<file path="src/hw/rtl/line_rasterizer_pixel_writer_core_macros.svh">
// Assertion macros for the line rasterizer pixel writer RTL.
// Depends on nothing; every user must have signals named clock and reset in scope.
`ifndef LINE_RASTERIZER_PIXEL_WRITER_CORE_MACROS_SVH
`define LINE_RASTERIZER_PIXEL_WRITER_CORE_MACROS_SVH

// Same-cycle implication, sampled on the rising clock edge, off during reset.
`define LRPW_ASSERT_IMP(lbl, ante, cons) \
   lbl: assert property (@(posedge clock) disable iff (reset) (ante) |-> (cons)) \
      else $error("same-cycle implication violated");

// Next-cycle implication, sampled on the rising clock edge, off during reset.
`define LRPW_ASSERT_NXT(lbl, ante, cons) \
   lbl: assert property (@(posedge clock) disable iff (reset) (ante) |=> (cons)) \
      else $error("next-cycle implication violated");

`endif

</file>
<file path="src/hw/rtl/lrpw_pkg.sv">
// Shared constants, types and helper functions of the line rasterizer pixel writer.
// Depends on nothing; the other .sv files of the RTL refer to it by scoped names.
`timescale 1ns / 1ps
`default_nettype none

package lrpw_pkg;

   localparam int COORD_BITS_DEF  = 13;
   localparam int QUEUE_DEPTH_DEF = 4;

   localparam logic OP_START   = 1'b0;
   localparam logic OP_ADVANCE = 1'b1;

   localparam logic [2:0] MODE_1BPP  = 3'd0;
   localparam logic [2:0] MODE_8BPP  = 3'd1;
   localparam logic [2:0] MODE_16BPP = 3'd2;
   localparam logic [2:0] MODE_32BPP = 3'd3;

   localparam logic [2:0] REG_DEPTH  = 3'd0;
   localparam logic [2:0] REG_XOFF   = 3'd1;
   localparam logic [2:0] REG_YOFF   = 3'd2;
   localparam logic [2:0] REG_STRIDE = 3'd3;
   localparam logic [2:0] REG_WIDTH  = 3'd4;

   localparam logic [2:0]  RST_DEPTH  = MODE_16BPP;
   localparam logic [15:0] RST_STRIDE = 16'd1280;
   localparam logic [11:0] RST_WIDTH  = 12'd640;

   localparam logic [2:0] BYTES_1 = 3'd1;
   localparam logic [2:0] BYTES_2 = 3'd2;
   localparam logic [2:0] BYTES_4 = 3'd4;

   localparam logic [7:0] BYTE_MASK = 8'hff;
   localparam int RED_POS   = 11;
   localparam int GREEN_POS = 5;
   localparam int LOW_DROP  = 3;

   typedef struct packed {
      logic empty;
      logic full;
   } qstat_type;

   typedef struct packed {
      logic [2:0]  depth_mode;
      logic [11:0] x_offset;
      logic [11:0] y_offset;
      logic [15:0] line_stride;
      logic [11:0] visible_width;
   } csr_type;

   // Pack 0x00RRGGBB into RGB565 in the low half of the word.
   function automatic logic [31:0] rgb565(input logic [31:0] color);
      logic [31:0] r;
      logic [31:0] g;
      logic [31:0] b;
      r = {24'b0, color[23:16] & BYTE_MASK} >> LOW_DROP;
      g = {24'b0, color[15:8] & BYTE_MASK} >> (LOW_DROP - 1);
      b = {24'b0, color[7:0] & BYTE_MASK} >> LOW_DROP;
      return (r << RED_POS) | (g << GREEN_POS) | b;
   endfunction

endpackage

`default_nettype wire

</file>
<file path="src/hw/rtl/line_rasterizer_pixel_writer_core.sv">
// Top level of the line rasterizer pixel writer: register file, front end,
// record queue and write formatter. Depends on lrpw_pkg, lrpw_front, lrpw_queue,
// lrpw_back and the assertion macro header.
//
//   channel | direction | handshake              | carries
//   --------+-----------+------------------------+---------------------------------------
//   req_    | in        | req_valid / req_stall  | opcode, endpoints, color
//   rsp_    | out       | rsp_valid / rsp_stall  | point, address, data, bytes, enable, last
//   csr_    | in/out    | psel, penable, pready  | five 32-bit-slot registers, addr 4*i
//
// One transaction is accepted per cycle unless req_stall is high; the DDA step in the
// front end is a single add-and-compare per accumulator, so advances stream back to back.
// An accepted advance goes through the queue write, then the offset-and-multiply stage,
// then the output register, before it is valid on rsp.
// Reset is synchronous and active high; it clears the walker, the queue and
// the pipeline valid bits and loads the register reset values.
// A stall on rsp holds the output register; the queue then absorbs up to its
// depth of advances before req_stall rises. Starts are held behind a full queue too.
`timescale 1ns / 1ps
`default_nettype none

`include "line_rasterizer_pixel_writer_core_macros.svh"

module line_rasterizer_pixel_writer_core #(
   parameter int COORD_BITS  = lrpw_pkg::COORD_BITS_DEF,
   parameter int QUEUE_DEPTH = lrpw_pkg::QUEUE_DEPTH_DEF
) (
   input  wire                          clock,
   input  wire                          reset,

   input  wire                          req_valid,
   output logic                         req_stall,
   input  wire                          req_opcode,
   input  wire signed [COORD_BITS-1:0]  req_start_x,
   input  wire signed [COORD_BITS-1:0]  req_start_y,
   input  wire signed [COORD_BITS-1:0]  req_end_x,
   input  wire signed [COORD_BITS-1:0]  req_end_y,
   input  wire        [31:0]            req_pixel_color,

   output logic                         rsp_valid,
   input  wire                          rsp_stall,
   output logic signed [COORD_BITS-1:0] rsp_pixel_x,
   output logic signed [COORD_BITS-1:0] rsp_pixel_y,
   output logic        [31:0]           rsp_byte_address,
   output logic        [31:0]           rsp_write_data,
   output logic        [2:0]            rsp_write_bytes,
   output logic                         rsp_write_enable,
   output logic                         rsp_last_pixel,

   input  wire                          csr_psel,
   input  wire                          csr_penable,
   input  wire                          csr_pwrite,
   input  wire        [4:0]             csr_paddr,
   input  wire        [31:0]            csr_pwdata,
   output logic       [31:0]            csr_prdata,
   output logic                         csr_pready
);

   // queue record: x, y, color, last flag
   localparam int REC_W = 2 * COORD_BITS + 33;

   lrpw_pkg::csr_type   csr_ff, csr_in;
   lrpw_pkg::qstat_type qstat;

   logic                         csr_write;
   logic [2:0]                   reg_index;
   logic                         push;
   logic                         pop;
   logic                         line_active;
   logic signed [COORD_BITS-1:0] pt_x;
   logic signed [COORD_BITS-1:0] pt_y;
   logic [31:0]                  pt_color;
   logic                         pt_last;
   logic [REC_W-1:0]             q_din;
   logic [REC_W-1:0]             q_dout;
   logic                         word_write;
   logic                         start_accept;

   // ---------------- register file ----------------
   assign csr_pready = 1'b1;
   assign csr_write  = csr_psel && csr_penable && csr_pwrite;
   assign reg_index  = csr_paddr[4:2];

   always_comb begin
      csr_in = csr_ff;
      if (csr_write) begin
         unique case (reg_index)
            lrpw_pkg::REG_DEPTH:  csr_in.depth_mode    = csr_pwdata[2:0];
            lrpw_pkg::REG_XOFF:   csr_in.x_offset      = csr_pwdata[11:0];
            lrpw_pkg::REG_YOFF:   csr_in.y_offset      = csr_pwdata[11:0];
            lrpw_pkg::REG_STRIDE: csr_in.line_stride   = csr_pwdata[15:0];
            lrpw_pkg::REG_WIDTH:  csr_in.visible_width = csr_pwdata[11:0];
            default: ;  // drop writes past the register list
         endcase
      end
   end

   always_comb begin
      unique case (reg_index)
         lrpw_pkg::REG_DEPTH:  csr_prdata = {29'b0, csr_ff.depth_mode};
         lrpw_pkg::REG_XOFF:   csr_prdata = {20'b0, csr_ff.x_offset};
         lrpw_pkg::REG_YOFF:   csr_prdata = {20'b0, csr_ff.y_offset};
         lrpw_pkg::REG_STRIDE: csr_prdata = {16'b0, csr_ff.line_stride};
         lrpw_pkg::REG_WIDTH:  csr_prdata = {20'b0, csr_ff.visible_width};
         default:              csr_prdata = '0;
      endcase
   end

   always_ff @(posedge clock) begin
      if (reset) begin
         csr_ff.depth_mode    <= lrpw_pkg::RST_DEPTH;
         csr_ff.x_offset      <= '0;
         csr_ff.y_offset      <= '0;
         csr_ff.line_stride   <= lrpw_pkg::RST_STRIDE;
         csr_ff.visible_width <= lrpw_pkg::RST_WIDTH;
      end else begin
         csr_ff <= csr_in;
      end
   end

   // ---------------- front end: decode and walk ----------------
   lrpw_front #(
      .COORD_BITS (COORD_BITS)
   ) u_front (
      .clock           (clock),
      .reset           (reset),
      .req_valid       (req_valid),
      .req_opcode      (req_opcode),
      .req_start_x     (req_start_x),
      .req_start_y     (req_start_y),
      .req_end_x       (req_end_x),
      .req_end_y       (req_end_y),
      .req_pixel_color (req_pixel_color),
      .qstat           (qstat),
      .req_stall       (req_stall),
      .push            (push),
      .pt_x            (pt_x),
      .pt_y            (pt_y),
      .pt_color        (pt_color),
      .pt_last         (pt_last),
      .line_active     (line_active)
   );

   // ---------------- record queue ----------------
   assign q_din = {pt_x, pt_y, pt_color, pt_last};

   lrpw_queue #(
      .WIDTH (REC_W),
      .DEPTH (QUEUE_DEPTH)
   ) u_queue (
      .clock (clock),
      .reset (reset),
      .push  (push),
      .din   (q_din),
      .pop   (pop),
      .dout  (q_dout),
      .qstat (qstat)
   );

   // ---------------- back end: address and data formatting ----------------
   lrpw_back #(
      .COORD_BITS (COORD_BITS)
   ) u_back (
      .clock            (clock),
      .reset            (reset),
      .csr              (csr_ff),
      .q_empty          (qstat.empty),
      .q_x              (q_dout[REC_W-1 -: COORD_BITS]),
      .q_y              (q_dout[COORD_BITS+32 -: COORD_BITS]),
      .q_color          (q_dout[32:1]),
      .q_last           (q_dout[0]),
      .pop              (pop),
      .rsp_stall        (rsp_stall),
      .rsp_valid        (rsp_valid),
      .rsp_pixel_x      (rsp_pixel_x),
      .rsp_pixel_y      (rsp_pixel_y),
      .rsp_byte_address (rsp_byte_address),
      .rsp_write_data   (rsp_write_data),
      .rsp_write_bytes  (rsp_write_bytes),
      .rsp_write_enable (rsp_write_enable),
      .rsp_last_pixel   (rsp_last_pixel)
   );

   // ---------------- assertions ----------------
   assign word_write   = rsp_valid && rsp_write_enable
                         && (rsp_write_bytes == lrpw_pkg::BYTES_4);
   assign start_accept = req_valid && !req_stall && (req_opcode == lrpw_pkg::OP_START);

   // a suppressed write never carries an address
   `LRPW_ASSERT_IMP(a_noen_zero_addr, rsp_valid && !rsp_write_enable, rsp_byte_address == '0)
   // word writes land on word boundaries
   `LRPW_ASSERT_IMP(a_word_align, word_write, rsp_byte_address[1:0] == 2'b00)
   // an accepted start always leaves a live line behind it
   `LRPW_ASSERT_NXT(a_start_arms, start_accept, line_active)

endmodule

`default_nettype wire

</file>
<file path="src/hw/rtl/lrpw_front.sv">
// Front end: takes request transactions, loads lines and runs the DDA walker.
// Depends on lrpw_pkg; feeds pixel records into lrpw_queue.
`timescale 1ns / 1ps
`default_nettype none

module lrpw_front #(
   parameter int COORD_BITS = lrpw_pkg::COORD_BITS_DEF
) (
   input  wire                          clock,
   input  wire                          reset,
   input  wire                          req_valid,
   input  wire                          req_opcode,
   input  wire signed [COORD_BITS-1:0]  req_start_x,
   input  wire signed [COORD_BITS-1:0]  req_start_y,
   input  wire signed [COORD_BITS-1:0]  req_end_x,
   input  wire signed [COORD_BITS-1:0]  req_end_y,
   input  wire        [31:0]            req_pixel_color,
   input  wire lrpw_pkg::qstat_type     qstat,
   output logic                         req_stall,
   output logic                         push,
   output logic signed [COORD_BITS-1:0] pt_x,
   output logic signed [COORD_BITS-1:0] pt_y,
   output logic        [31:0]           pt_color,
   output logic                         pt_last,
   output logic                         line_active
);

   localparam int AW = COORD_BITS + 1;
   localparam int EW = COORD_BITS + 2;

   logic                         active_ff, active_in;
   logic signed [COORD_BITS-1:0] col_ff, col_in;
   logic signed [COORD_BITS-1:0] row_ff, row_in;
   logic [EW-1:0]                col_err_ff, col_err_in;
   logic [EW-1:0]                row_err_ff, row_err_in;
   logic [AW-1:0]                adx_ff, adx_in;
   logic [AW-1:0]                ady_ff, ady_in;
   logic [AW-1:0]                major_ff, major_in;
   logic [1:0]                   col_step_ff, col_step_in;
   logic [1:0]                   row_step_ff, row_step_in;
   logic [EW-1:0]                count_ff, count_in;
   logic [31:0]                  color_ff, color_in;

   logic                accept;
   logic signed [AW-1:0] dx;
   logic signed [AW-1:0] dy;
   logic [AW-1:0]       adx;
   logic [AW-1:0]       ady;
   logic [EW-1:0]       col_sum;
   logic [EW-1:0]       row_sum;
   logic [EW-1:0]       major_ext;
   logic                last;

   assign req_stall = qstat.full;
   assign accept    = req_valid && !qstat.full;

   assign dx  = AW'(req_end_x) - AW'(req_start_x);
   assign dy  = AW'(req_end_y) - AW'(req_start_y);
   assign adx = dx[AW-1] ? AW'(-dx) : AW'(dx);
   assign ady = dy[AW-1] ? AW'(-dy) : AW'(dy);

   assign major_ext = EW'(major_ff);
   assign col_sum   = col_err_ff + EW'(adx_ff);
   assign row_sum   = row_err_ff + EW'(ady_ff);
   assign last      = count_ff >= (major_ext + EW'(1));

   assign push        = accept && (req_opcode == lrpw_pkg::OP_ADVANCE) && active_ff;
   assign pt_x        = col_ff;
   assign pt_y        = row_ff;
   assign pt_color    = color_ff;
   assign pt_last     = last;
   assign line_active = active_ff;

   always_comb begin
      active_in   = active_ff;
      col_in      = col_ff;
      row_in      = row_ff;
      col_err_in  = col_err_ff;
      row_err_in  = row_err_ff;
      adx_in      = adx_ff;
      ady_in      = ady_ff;
      major_in    = major_ff;
      col_step_in = col_step_ff;
      row_step_in = row_step_ff;
      count_in    = count_ff;
      color_in    = color_ff;
      if (accept && req_opcode == lrpw_pkg::OP_START) begin
         active_in   = 1'b1;
         col_in      = req_start_x;
         row_in      = req_start_y;
         col_err_in  = '0;
         row_err_in  = '0;
         adx_in      = adx;
         ady_in      = ady;
         major_in    = (adx > ady) ? adx : ady;
         col_step_in = (dx == '0) ? 2'b00 : (dx[AW-1] ? 2'b11 : 2'b01);
         row_step_in = (dy == '0) ? 2'b00 : (dy[AW-1] ? 2'b11 : 2'b01);
         count_in    = '0;
         color_in    = req_pixel_color;
      end else if (push) begin
         // step the error accumulators, moving on overflow past the distance
         col_err_in = col_sum;
         row_err_in = row_sum;
         if (col_sum > major_ext) begin
            col_err_in = col_sum - major_ext;
            col_in     = col_ff + {{(COORD_BITS-2){col_step_ff[1]}}, col_step_ff};
         end
         if (row_sum > major_ext) begin
            row_err_in = row_sum - major_ext;
            row_in     = row_ff + {{(COORD_BITS-2){row_step_ff[1]}}, row_step_ff};
         end
         count_in = count_ff + EW'(1);
         if (last) begin
            active_in = 1'b0;
         end
      end
   end

   always_ff @(posedge clock) begin
      if (reset) begin
         active_ff <= 1'b0;
      end else begin
         active_ff <= active_in;
      end
      col_ff      <= col_in;
      row_ff      <= row_in;
      col_err_ff  <= col_err_in;
      row_err_ff  <= row_err_in;
      adx_ff      <= adx_in;
      ady_ff      <= ady_in;
      major_ff    <= major_in;
      col_step_ff <= col_step_in;
      row_step_ff <= row_step_in;
      count_ff    <= count_in;
      color_ff    <= color_in;
   end

endmodule

`default_nettype wire

</file>
<file path="src/hw/rtl/lrpw_queue.sv">
// Short register queue of pixel records between the front end and the back end.
// Depends on lrpw_pkg for the status struct.
`timescale 1ns / 1ps
`default_nettype none

module lrpw_queue #(
   parameter int WIDTH = 59,
   parameter int DEPTH = lrpw_pkg::QUEUE_DEPTH_DEF
) (
   input  wire               clock,
   input  wire               reset,
   input  wire               push,
   input  wire  [WIDTH-1:0]  din,
   input  wire               pop,
   output logic [WIDTH-1:0]  dout,
   output lrpw_pkg::qstat_type qstat
);

   localparam int PW = (DEPTH > 1) ? $clog2(DEPTH) : 1;
   localparam int CW = $clog2(DEPTH + 1);

   logic [WIDTH-1:0] mem_ff [DEPTH];
   logic [PW-1:0]    wr_ptr_ff, wr_ptr_in;
   logic [PW-1:0]    rd_ptr_ff, rd_ptr_in;
   logic [CW-1:0]    count_ff, count_in;

   assign dout  = mem_ff[rd_ptr_ff];
   assign qstat = '{empty: (count_ff == '0), full: (count_ff == CW'(DEPTH))};

   always_comb begin
      wr_ptr_in = wr_ptr_ff;
      rd_ptr_in = rd_ptr_ff;
      count_in  = count_ff;
      if (push) begin
         wr_ptr_in = (wr_ptr_ff == PW'(DEPTH - 1)) ? '0 : wr_ptr_ff + PW'(1);
      end
      if (pop) begin
         rd_ptr_in = (rd_ptr_ff == PW'(DEPTH - 1)) ? '0 : rd_ptr_ff + PW'(1);
      end
      if (push && !pop) begin
         count_in = count_ff + CW'(1);
      end else if (pop && !push) begin
         count_in = count_ff - CW'(1);
      end
   end

   always_ff @(posedge clock) begin
      if (reset) begin
         wr_ptr_ff <= '0;
         rd_ptr_ff <= '0;
         count_ff  <= '0;
      end else begin
         wr_ptr_ff <= wr_ptr_in;
         rd_ptr_ff <= rd_ptr_in;
         count_ff  <= count_in;
      end
      if (push) begin
         mem_ff[wr_ptr_ff] <= din;
      end
   end

endmodule

`default_nettype wire

</file>
<file path="src/hw/rtl/lrpw_back.sv">
// Back end: turns pixel records into framebuffer writes over two register stages.
// Depends on lrpw_pkg; pops lrpw_queue and drives the response channel.
`timescale 1ns / 1ps
`default_nettype none

module lrpw_back #(
   parameter int COORD_BITS = lrpw_pkg::COORD_BITS_DEF
) (
   input  wire                          clock,
   input  wire                          reset,
   input  wire lrpw_pkg::csr_type       csr,
   input  wire                          q_empty,
   input  wire signed [COORD_BITS-1:0]  q_x,
   input  wire signed [COORD_BITS-1:0]  q_y,
   input  wire        [31:0]            q_color,
   input  wire                          q_last,
   output logic                         pop,
   input  wire                          rsp_stall,
   output logic                         rsp_valid,
   output logic signed [COORD_BITS-1:0] rsp_pixel_x,
   output logic signed [COORD_BITS-1:0] rsp_pixel_y,
   output logic        [31:0]           rsp_byte_address,
   output logic        [31:0]           rsp_write_data,
   output logic        [2:0]            rsp_write_bytes,
   output logic                         rsp_write_enable,
   output logic                         rsp_last_pixel
);

   localparam int SUM_W  = ((COORD_BITS > 12) ? COORD_BITS : 12) + 2;
   localparam int PROD_W = SUM_W - 1 + 16;

   // stage 1: shifted coordinates and row product
   logic                         s1_valid_ff;
   logic signed [COORD_BITS-1:0] s1_x_ff;
   logic signed [COORD_BITS-1:0] s1_y_ff;
   logic [31:0]                  s1_color_ff;
   logic                         s1_last_ff;
   logic                         s1_neg_ff;
   logic [2:0]                   s1_mode_ff;
   logic [31:0]                  s1_ux_ff;
   logic [31:0]                  s1_prod_ff;

   // stage 2: output register
   logic                         out_valid_ff;
   logic signed [COORD_BITS-1:0] out_x_ff;
   logic signed [COORD_BITS-1:0] out_y_ff;
   logic [31:0]                  out_addr_ff, out_addr_in;
   logic [31:0]                  out_data_ff, out_data_in;
   logic [2:0]                   out_bytes_ff, out_bytes_in;
   logic                         out_en_ff, out_en_in;
   logic                         out_last_ff;

   logic                advance_out;
   logic                advance_s1;
   logic signed [SUM_W-1:0] sx;
   logic signed [SUM_W-1:0] sy;
   logic [15:0]         factor;
   logic [PROD_W-1:0]   prod;
   logic [PROD_W+31:0]  prod_ext;
   logic [SUM_W+30:0]   ux_ext;

   assign advance_out = !out_valid_ff || !rsp_stall;
   assign advance_s1  = !s1_valid_ff || advance_out;
   assign pop         = !q_empty && advance_s1;

   assign sx = {{(SUM_W-COORD_BITS){q_x[COORD_BITS-1]}}, q_x}
             + {{(SUM_W-12){1'b0}}, csr.x_offset};
   assign sy = {{(SUM_W-COORD_BITS){q_y[COORD_BITS-1]}}, q_y}
             + {{(SUM_W-12){1'b0}}, csr.y_offset};

   assign factor   = (csr.depth_mode == lrpw_pkg::MODE_1BPP) ? {4'b0, csr.visible_width}
                                                              : csr.line_stride;
   assign prod     = PROD_W'(sy[SUM_W-2:0]) * PROD_W'(factor);
   assign prod_ext = {32'b0, prod};
   assign ux_ext   = {32'b0, sx[SUM_W-2:0]};

   always_comb begin
      out_addr_in  = '0;
      out_data_in  = '0;
      out_bytes_in = lrpw_pkg::BYTES_1;
      out_en_in    = !s1_neg_ff;
      unique case (s1_mode_ff) inside
         lrpw_pkg::MODE_1BPP, lrpw_pkg::MODE_8BPP: begin
            out_addr_in = s1_ux_ff + s1_prod_ff;
            out_data_in = {24'b0, s1_color_ff[7:0] & lrpw_pkg::BYTE_MASK};
         end
         lrpw_pkg::MODE_16BPP: begin
            out_addr_in  = {s1_ux_ff[30:0], 1'b0} + {s1_prod_ff[31:1], 1'b0};
            out_data_in  = lrpw_pkg::rgb565(s1_color_ff);
            out_bytes_in = lrpw_pkg::BYTES_2;
         end
         lrpw_pkg::MODE_32BPP: begin
            out_addr_in  = {s1_ux_ff[29:0], 2'b0} + {s1_prod_ff[31:2], 2'b0};
            out_data_in  = s1_color_ff;
            out_bytes_in = lrpw_pkg::BYTES_4;
         end
         default: begin
            out_en_in = 1'b0;
         end
      endcase
      if (!out_en_in) begin
         out_addr_in = '0;
      end
   end

   always_ff @(posedge clock) begin
      if (reset) begin
         s1_valid_ff  <= 1'b0;
         out_valid_ff <= 1'b0;
      end else begin
         if (advance_s1) begin
            s1_valid_ff <= pop;
         end
         if (advance_out) begin
            out_valid_ff <= s1_valid_ff;
         end
      end
      if (pop) begin
         s1_x_ff     <= q_x;
         s1_y_ff     <= q_y;
         s1_color_ff <= q_color;
         s1_last_ff  <= q_last;
         s1_neg_ff   <= sx[SUM_W-1] || sy[SUM_W-1];
         s1_mode_ff  <= csr.depth_mode;
         s1_ux_ff    <= ux_ext[31:0];
         s1_prod_ff  <= prod_ext[31:0];
      end
      if (advance_out && s1_valid_ff) begin
         out_x_ff     <= s1_x_ff;
         out_y_ff     <= s1_y_ff;
         out_addr_ff  <= out_addr_in;
         out_data_ff  <= out_data_in;
         out_bytes_ff <= out_bytes_in;
         out_en_ff    <= out_en_in;
         out_last_ff  <= s1_last_ff;
      end
   end

   assign rsp_valid        = out_valid_ff;
   assign rsp_pixel_x      = out_x_ff;
   assign rsp_pixel_y      = out_y_ff;
   assign rsp_byte_address = out_addr_ff;
   assign rsp_write_data   = out_data_ff;
   assign rsp_write_bytes  = out_bytes_ff;
   assign rsp_write_enable = out_en_ff;
   assign rsp_last_pixel   = out_last_ff;

endmodule

`default_nettype wire
</file>
<file path="config.mk">
export PLATFORM = sky130hd
export DESIGN_NAME = line_rasterizer_pixel_writer_core
export DESIGN_NICKNAME = d
export VERILOG_FILES = /design/src/hw/rtl/lrpw_pkg.sv /design/src/hw/rtl/line_rasterizer_pixel_writer_core.sv /design/src/hw/rtl/lrpw_front.sv /design/src/hw/rtl/lrpw_queue.sv /design/src/hw/rtl/lrpw_back.sv
export VERILOG_INCLUDE_DIRS = /design/src /design/src/hw/rtl
export SDC_FILE = /design/constraint.sdc
export NUM_CORES = 2
export LEC_CHECK = 0
export ABC_CLOCK_PERIOD_IN_PS = 27300
export BUFFER_PORTS_ARGS = -buffer_cell sky130_fd_sc_hd__buf_4
export CAP_MARGIN = 20
export CORE_ASPECT_RATIO = 2
export CORE_MARGIN = 5
export CORE_UTILIZATION = 67
export CTS_CLUSTER_SIZE = 8
export DETAILED_ROUTE_END_ITERATION = 10
export PLACE_DENSITY_LB_ADDON = 0.25
export SYNTH_ARGS = -nofsm -noshare
export SYNTH_HDL_FRONTEND = slang
export SYNTH_SLANG_ARGS = --single-unit
export TNS_END_PERCENT = 10
</file>
<file path="constraint.sdc">
create_clock -name clock -period 27.3 [get_ports clock]
set_input_delay 0 -clock clock [delete_from_list [all_inputs] [get_ports clock]]
set_output_delay 0 -clock clock [all_outputs]
set_load 0.03 [all_outputs]
</file>
==> results.toml <==
[outcome]
status = "finished clean"

[grt]
track_usage_pct = 36.6
grt_max_degree = 88
grt_pass1_wl_um = 183000
overflow = 0
grt_antenna_before_repair = 4
grt_pass1_vias = 32100

[power_and_ir_drop]
switching_share_pct = 42.2
p_sw_mw = 2.22
powerDensity_nw_per_um2 = 112
seqPwrFrac_pct = 30.0
p_leak_nw = 19.5
pwr-share-comb_pct = 49.8
clockPowerShare_pct = 20.1
p_int_mw = 3.04
ir_drop_v = 0.0000851

[synthesis]
synth_ff_type = "edfxtp_1"
yosysSeqAreaShare_pct = 45.2
ys_async_sr_fraction_pct = 0
ys_ff_latch = 653
synthCells = 3597
ys_warn_count = 0
syn_area_um2 = 40900
synth_cell_types = 99
synth-edff-count = 541
syn_area_per_cell_um2 = 11.4

[cts]
clock_sinks = 653
numCtsBuffers = 91
clk_pin_slew_ns = 0.05
cts_buffer_depth = 3
cts_htree_levels = 3
cts-root-buf = "clkbuf_16"
clock_latency_ns = 0.72
cts_tree = "built"

[floorplan]
die_area_um2 = 66400
fp.dieW_um = 185
io_pins = 259
fp-row-count = 128
core_um2 = 60700
die_h_um = 359
floorplan.initialDensity_pct = 67.4

[finish]
area_growth_pct = 14.7
drive_gt1_share_pct = 12.6
nets = 4538
fin_area_um2 = 46900

[setup_path]
slowest_delay_ns = 0.85
required_ns = 27.74
crit_top_cell = "fa_1"
r2r_setup_slack_ns = 16.70
worstPathArrival_ns = 11.04
criticalPathCategory = "reg2reg"
crit_buf_inv = 4
worstSetupEndpointType = "register"
crit_slowest_cell = "o2111ai_1"
cp_top_family = "adder cells"
start_kind = "register"
worstPathMaxFanout = 24

[routing]
drc = 0
drt_wl_total_um = 121000
vias_per_cell = 6.39
drtIter0Drc = 2531
wl_per_cell_um = 25.5
dr.pass1.iters = 6
vias = 30400
drtAntennaViolNets = 0

[sta]
worst_pin_slew_ns = 1.19
max_freq_mhz = 94.4
min_period_over_period_pct = 38.8
relSlewSlack_pct = 20.4
clock_skew_ns = 0.0648
drv_slew = 0
finalSetupTns_ns = 0
post-route-min-period_ns = 10.60
setup_violations = 0
hold_viol = 0
rsz0062_at_grt = "false"

[worst_hold_path]
hp-class = "in2reg"

[place]
hpwl_um = 85400
dpl-instance-area_um2 = 43300
port_buffers = 222
gp_congestion = 1.01

[run]
max-cap-violations = 0
cell usage after synthesis, drive strengths merged, types with 24 or more instances:
master  instances  area (um2)
a21o           57         428
ha            305        3820
edfxtp        541       16200
inv           303        1140
and3           32         205
o21a           36         270
mux2i          78         781
a211oi         35         275
clkbuf         79         298
nand2         302        1130
o21ai         129         646
dfxtp         112        2240
buf            45         267
nor2          279        1050
fa            179        3580
a21oi         231        1170
nand3          47         235
xor2           85         744
nor2b          32         200
nand2b         29         181
xnor2         139        1230
mux2           25         285
nand4          24         150
o22ai          24         156
nor3           56         290
mux4           59        1330
and2           75         469
cell type report:
type                    instances  area (um2)
well taps                     780         976
diodes                          5        12.5
multi-input cells            2531       20800
flip-flops and latches        653       18500
clock inverters                 7         180
repair buffers                343        2830
inverters                     305        1150
fillers                      3740       13800
clock buffers                 131        2430
worst paths after layout:
kind,to,depth (start not counted),start
worst max-delay path,u_back.s1_prod_ff[28],31,register
worst min-delay path,u_front.pt_color[24],2,req_pixel_color[24]
worst max register to register,u_back.s1_prod_ff[28],31,register
worst min register to register,u_back.rsp_pixel_x[7],0,u_back.s1_x_ff[7]
what timing repair did:
action | in CTS | in global routing
hold endpoints to repair | 174 | 0
gates resized for setup | 0 | 0
hold buffers | 93 | 0
buffers inserted | 0 | 0
registers in the layout (all words and copies together), names as in the netlist, 13 cells and up, named ones only:
signal,count
u_front.adx_ff,14
u_front.pt_y,13
u_back.s1_ux_ff,14
csr_ff,55
u_back.rsp_byte_address,31
u_back.rsp_pixel_x,13
u_front.major_ff,14
u_back.s1_prod_ff,30
u_front.pt_x,13
u_back.rsp_write_data,32
u_front.col_err_ff,15
u_back.rsp_pixel_y,13
u_queue.mem_ff,236
u_front.row_err_ff,15
u_back.s1_y_ff,13
u_back.s1_x_ff,13
u_back.s1_color_ff,32
u_front.pt_color,32
u_front.ady_ff,14
u_front.count_ff,15
kinds of logic after synthesis:
group / after synthesis / synth area share, %
and+or+nand+nor: 955 / 11.0
other: 2 / 0.0184
adders and majority gates: 484 / 18.1
DFF: 653 / 45.2
xor gates and xnor gates: 224 / 4.83
AOI/OAI and AO/OA: 688 / 10.8
muxes: 162 / 5.85
buffers and inverters: 429 / 4.18
power by group through the flow:
stage / combinational (mW) / clock (mW) / sequential (mW)
finish: 2.62 / 1.06 / 1.58
global route: 2.85 / 1.11 / 1.59
global placement: 2.48 / 0 / 1.57
detailed placement: 2.53 / 0 / 1.58
CTS: 2.57 / 1.06 / 1.57
floorplan: 1.77 / 0 / 1.64
per-stage QoR:
step           worst slack (ns)  utilization, %  instances  hold WS, ns  total power [mW]
3_5_place_dp              17.26            71.4       4518        0.180              4.11
4_1_cts                   17.17            77.2       4749      0.00230              5.20
3_3_place_gp              17.33            71.4       4517        0.178              4.05
2_1_floorplan             17.94               -       3613       0.0989              3.41
6_report                  16.70            77.3       4755       0.0279              5.25
5_1_grt                   16.42            77.3       4752       0.0247              5.55
layout by cell type (no fill, tap or decap), drive strengths merged, types with 25 or more instances in the layout:
cell and n:
a211oi 35, a21o 57, a21oi 231, and2 75
and3 32, buf 250, clkbuf 131, dfxtp 112
dlygate4sd3 93, edfxtp 541, fa 179, ha 305
inv 307, mux2 25, mux2i 78, mux4 59
nand2 302, nand2b 29, nand3 47, nor2 279
nor2b 32, nor3 56, o21a 36, o21ai 129
xnor2 139, xor2 85
layer usage:
| metal | global-route usage [%] | vias up | wire [um] |
|---|---|---|---|
| met2 | 65.5 | 1544 | 64000 |
| li1 | - | 13500 | - |
| met1 | 35.0 | 14800 | 36200 |
| met5 | 0 | - | 0 |
| met4 | 30.5 | 0 | 13200 |
| met3 | 7.35 | 591 | 7870 |
No activity file was read; power rests on OpenSTA's default activity.
